### config.mk
export PLATFORM = sky130hd
export DESIGN_NAME = tssp_clamp
export DESIGN_NICKNAME = d
export VERILOG_FILES = /design/src/hdl/tssp_pkg.sv /design/src/hdl/tssp_clamp.sv
export SDC_FILE = /design/constraint.sdc
export NUM_CORES = 1
export LEC_CHECK = 0
export ABC_AREA = 1
export BUFFER_PORTS_ARGS = -buffer_cell sky130_fd_sc_hd__clkbuf_2
export CAP_MARGIN = 10
export CORE_MARGIN = 10
export CORE_UTILIZATION = 49
export DETAILED_ROUTE_END_ITERATION = 7
export PLACE_DENSITY = 0.81
export SYNTH_ARGS = -nofsm -noshare
export SYNTH_HDL_FRONTEND = slang
export SYNTH_SLANG_ARGS = --single-unit
export TNS_END_PERCENT = 1
### constraint.sdc
create_clock -name vclk -period 3.7
set_clock_uncertainty 0.2 [all_clocks]
set_input_delay 0.185 -clock vclk [all_inputs]
set_output_delay 0.185 -clock vclk [all_outputs]
set_load 0.01 [all_outputs]
### src/hdl/tssp_pkg.sv
// ----------------------------------------------------------------------------
// tssp_pkg: shared types and codes of the timed setpoint segment player
// Commands, status codes, register indexes, table entry and config records.
// ----------------------------------------------------------------------------
package tssp_pkg;

    localparam int IN_DATA_W  = 144;
    localparam int IN_USER_W  = 2;
    localparam int OUT_DATA_W = 48;
    localparam int OUT_USER_W = 3;
    localparam int CFG_ADDR_W = 2;
    localparam int CFG_DATA_W = 16;

    typedef enum logic [1:0] {
        CMD_CLEAR        = 2'd0,
        CMD_LOAD         = 2'd1,
        CMD_RESET_CURSOR = 2'd2,
        CMD_LOOKUP       = 2'd3
    } cmd_t;

    typedef enum logic [1:0] {
        STAT_OK    = 2'd0,
        STAT_CLAMP = 2'd1,
        STAT_FULL  = 2'd2
    } status_t;

    localparam logic [CFG_ADDR_W-1:0] REG_END_POLICY   = 2'd0;
    localparam logic [CFG_ADDR_W-1:0] REG_AIRSPEED_MIN = 2'd1;
    localparam logic [CFG_ADDR_W-1:0] REG_AIRSPEED_MAX = 2'd2;
    localparam logic [CFG_ADDR_W-1:0] REG_LAT_ACCEL    = 2'd3;

    localparam logic [1:0] END_HOLD_LAST = 2'd0;

    typedef enum logic [2:0] {
        ST_IDLE,
        ST_LD_RD,
        ST_LD_CMP,
        ST_LU_RD,
        ST_LU_STOP,
        ST_LU_START,
        ST_LU_VAL,
        ST_FIN
    } state_t;

    typedef struct packed {
        logic signed [15:0] lateral_accel;
        logic signed [15:0] climb_rate;
        logic signed [15:0] airspeed;
    } seg_vals_t;

    typedef struct packed {
        logic signed [31:0] start;
        logic signed [31:0] stop;
        seg_vals_t          vals;
    } seg_entry_t;

    typedef struct packed {
        logic [1:0]         tail_mode;
        logic signed [15:0] spd_floor;
        logic signed [15:0] spd_ceil;
        logic [14:0]        lat_limit;
    } cfg_t;

endpackage

### src/hdl/tssp_clamp.sv
// ----------------------------------------------------------------------------
// tssp_clamp: load value limiter
// Limit airspeed to the configured band and lateral acceleration to +-limit.
// ----------------------------------------------------------------------------
module tssp_clamp
(
    input  tssp_pkg::cfg_t     cfg,
    input  logic signed [15:0] airspeed_in,
    input  logic signed [15:0] lat_in,
    output logic signed [15:0] airspeed_out,
    output logic signed [15:0] lat_out,
    output logic               clamped
);
    import tssp_pkg::*;

    logic signed [15:0] v_lo;
    logic signed [16:0] lim;
    logic signed [16:0] lim_neg;
    logic signed [16:0] a_ext;
    logic signed [16:0] a_hi;
    logic signed [16:0] a_lo;

    // lower bound first, then upper bound: the upper one wins if inverted
    assign v_lo         = (airspeed_in < cfg.spd_floor) ? cfg.spd_floor : airspeed_in;
    assign airspeed_out = (v_lo > cfg.spd_ceil) ? cfg.spd_ceil : v_lo;

    assign lim     = $signed({2'b00, cfg.lat_limit});
    assign lim_neg = -lim;
    assign a_ext   = 17'(lat_in);
    assign a_hi    = (a_ext > lim) ? lim : a_ext;
    assign a_lo    = (a_hi < lim_neg) ? lim_neg : a_hi;
    assign lat_out = a_lo[15:0];

    assign clamped = (airspeed_out != airspeed_in) || (a_lo != a_ext);

endmodule

Word level (Yosys, flattened, before mapping):

Cells that the tools add are included.

* logic and storage cells: 12
* flip-flop bits (word level): 0

* $add $sub $neg: 1
* muxes and demuxes: 4
* equality and inequality tests: 2
* $lt $le $gt $ge: 4
* reductions and logical operators: 1

Operators by type and width (number)
* $mux 17: 2
* $gt 16x16->1: 2
* $mux 16: 2
* $lt 17x17->1: 1
* $ne 17x16->1: 1
* $neg 15->17: 1
* $lt 16x16->1: 1
* $ne 16x16->1: 1
* $logic_or 1x1->1: 1

Longest topological paths before layout:

* word-level depth: 6
* depth in mapped cells: 37
* depth with buffers taken out: 35

Least setup slack after synthesis:

OpenSTA, ideal clock, no wires.

* kind: input to output
* start point: in cfg[38] (netlist name)
* end point: out clamped
* required time: 3315 ps
* arrival: 3697 ps
* buffers on the path: 2
* stages: 29
* slack: -382 ps
* cell sequence: inv_1 > ha_1 > a21oi_1 > o21ai_0 > o211ai_1 > nand3_1 > nand2_1 > clkbuf_1 > nand2_1 > o21ai_0 > ha_1 > a21o_1 > a31oi_1 > o211ai_1 > nand2_1 > nand2_1 > nand2_1 > nand3_1 > inv_1 > buf_2 > nand2_1 > nand2_1 > xor2_1 > nor2_1 > nand2_1 > nor2_1 > nand2_1 > nor2_1 > nand3_1

* word-level cells in the longest chain between the ends: 6

RTL lines
* start, declared: line tssp_clamp.sv:7 `input tssp_pkg::cfg_t cfg,`
* $lt 16x16->1: line tssp_clamp.sv:24 `assign v_lo = (airspeed_in < cfg.spd_floor) ? cfg.spd_floor : airspeed_in;`
* $mux 16 *: line tssp_clamp.sv:24
* $gt 16x16->1: line tssp_clamp.sv:25 `assign airspeed_out = (v_lo > cfg.spd_ceil) ? cfg.spd_ceil : v_lo;`
* $mux 16 *: line tssp_clamp.sv:25
* named net airspeed_out[1]: line tssp_clamp.sv:10 `output logic signed [15:0] airspeed_out,`
* $ne 16x16->1 *: line tssp_clamp.sv:34 `assign clamped = (airspeed_out != airspeed_in) || (a_lo != a_ext);`
* $logic_or 1x1->1 *: line tssp_clamp.sv:34
* end, declared: line tssp_clamp.sv:12 `output logic clamped`

Mark *: on every way through the listed nets, which the timed path passes. The rest lies on a longest branch.

Worst setup path in the final report:

* start point: in cfg[38] (netlist name)
* end point: out clamped

* word-level cells in the longest chain between the ends: 6

RTL lines (line)
* $lt 16x16->1: tssp_clamp.sv:24
* $mux 16 *: tssp_clamp.sv:24
* $gt 16x16->1: tssp_clamp.sv:25
* $mux 16 *: tssp_clamp.sv:25
* $ne 16x16->1 *: tssp_clamp.sv:34
* $logic_or 1x1->1 *: tssp_clamp.sv:34

Mark *: on every way between the ends. The rest lies on a longest branch, timed or not.

==> metrics.txt <==
Peak Freq 0.215 GHz; share of layout cells above drive strength 1 0.438; die height roughly 100 um; Hold Slack about 0.54 ns; top post-synthesis cells by area nand2_1 (24%), ha_1 (22%), inv_1 (12%); PortBufs 112; max-cap viol count 0; Distinct cells, synth 36; CP arrival 4.27 ns; Crit path largest cell delay 0.34 ns; first-pass GRT wire length 23.8 mm; Synth area leader nand2_1; DRC 0; Setup CP Type input port to output pin; Die Area roughly 11000 um^2; crit start category input port; syn_nets 786; cell area after synthesis around 3500 um^2; Seq cells 0; largest net degree at the start of global routing 23; site row count 30; Die X 104 um; initial antenna violation count 0; Final Max Tran Viols 0; top-area cell type share of the netlist area 0.240; status finished, violations left; worst-path fanout max 16; wire length per cell around 15 um; Final Cycle Share 1.26; DP HPWL about 12 mm; Ys Warns 0; clock buffer count 0; fill cell count about 380; final hold violations 0; total chip power 1.28 mW; number of vias per cell 5.35; Max transition margin 0.761; post-synthesis instance total 643; Pleak roughly 3.6 nW; WL final 15.6 mm; Seq/Total Area, Yosys 0; via count 5455; Post-DRT Antenna Nets 0; Critical Path Most Common Cell nand2_2; Crit. End Element output pin; n_diodes 0; Top Ports 114; final setup vio count 33; Avg Cell Area, Syn roughly 5.4 um^2; Syn-to-layout area delta 69.3%; Slew @ Worst Pin roughly 0.36 ns; Starting Density 0.508; grt total ovfl 0; Worst VDD drop 188 uV; Cell Pwr Density 216 nW/um^2; Hold Crit Class input port to output pin; post-route minimum period roughly 4.7 ns; RSZ-0062 raised after global routing true; initial DRC count 301; worst setup margin -0.954 ns; Final Wtd Congestion roughly 0.96; failing checks setup timing; core box area 6870 um^2; hold_buf cts 0; GRT Total Usage 0.247; fin nets 1069; FF/Latch Area 0 um^2; Worst EP required 3.31 ns; TritonRoute pass-1 iters 6; number of global-route vias before repair 5623; dpl ws -0.812 ns; critical path's slowest cell ha_1
-- layer usage --
layer / global-route usage / wire length, um / vias up / share of wire
li1: - / - / 2626 / -
met1: 0.256 / 5650 / 2406 / 0.36
met2: 0.461 / 7830 / 336 / 0.50
met3: 0.0409 / 1250 / 87 / 0.080
met4: 0.129 / 830 / 0 / 0.053
met5: 0 / 0 / - / 0
-- metrics by stage --
stage	instances	instance area, um^2	utilization	TNS [ns]
global placement	1015	5630	0.820	-2.62
floorplan	643	3730	-	-0.0270
finish	1020	5910	0.860	-11.47
global route	1020	5910	0.860	-16.37
detailed placement	1015	5630	0.820	-7.27
CTS	1018	5770	0.840	-3.40
-- logic make-up (layout without fill, tap and decap cells) --
logic type | after synthesis | after routing | share of synthesized area
AND/OR/NAND/NOR | 363 | 363 | 0.469
buffers and inverters | 129 | 410 | 0.149
AO/OA/AOI/OAI | 70 | 70 | 0.112
adder cells (fa/ha/maj) | 62 | 62 | 0.222
XOR/XNOR | 19 | 19 | 0.0477
-- layout by cell type (no fill, tap or decap), drive strengths merged --
| cell type | n |
|---|---|
| nand2 | 238 |
| buf | 183 |
| inv | 118 |
| clkbuf | 109 |
| nand3 | 63 |
| ha | 62 |
| nor2 | 42 |
| o21ai | 33 |
| a21oi | 24 |
| xor2 | 18 |
| nor3 | 9 |
| nand4 | 8 |
| o211ai | 3 |
| nand3b | 3 |
| a21o | 2 |
| a211oi | 2 |
| o31ai | 1 |
| o41ai | 1 |
| xnor2 | 1 |
| o221a | 1 |
| o21bai | 1 |
| a31oi | 1 |
| o2111ai | 1 |
-- path summary, 6_finish.rpt --
check	from	to	slack [ns]	depth (start not counted)
worst min-delay path	cfg[0]	lat_out[0]	0.54	4
worst max-delay path	cfg[38]	clamped	-0.95	30
-- power breakdown --
part	leakage, nW	internal [mW]	switching, mW
combinational	3.59	0.581	0.698
sequential	0	0	0
clock	0	0	0
total	3.59	0.581	0.698
-- cell usage after synthesis (all sizes together) --
library cell	count
o21ai	33
nor3	9
a31oi	1
nand3	63
nand3b	3
a21oi	24
o211ai	3
nor2	42
nand2	238
a211oi	2
clkbuf	6
inv	117
xor2	18
nand4	8
o221a	1
ha	62
o2111ai	1
o21bai	1
o41ai	1
o31ai	1
a21o	2
buf	5
xnor2	1
clkinv	1
-- final cells by class --
type	count	area, um^2	share of cell area
Inverter	118	463	0.0783
Timing Repair Buffer	292	1980	0.335
Tap cell	96	120	0.0203
Multi-Input combinational cell	514	3350	0.566
-- worst max-delay path, delay by kind of cell --
family	cells	cell delay, ns
fa+ha+maj	2	0.63
xor+xnor	1	0.16
compound gates	5	0.84
buf+inv	6	0.69
simple gates	16	1.74
-- repair_timing --
| item | in CTS | in global routing |
|---|---|---|
| endpoints found under the setup margin | 33 | 33 |
| gates resized for setup | 31 | 41 |
| setup buffers | 3 | 2 |
| pin swaps | 26 | 35 |
(Power assumes the default switching activity.)
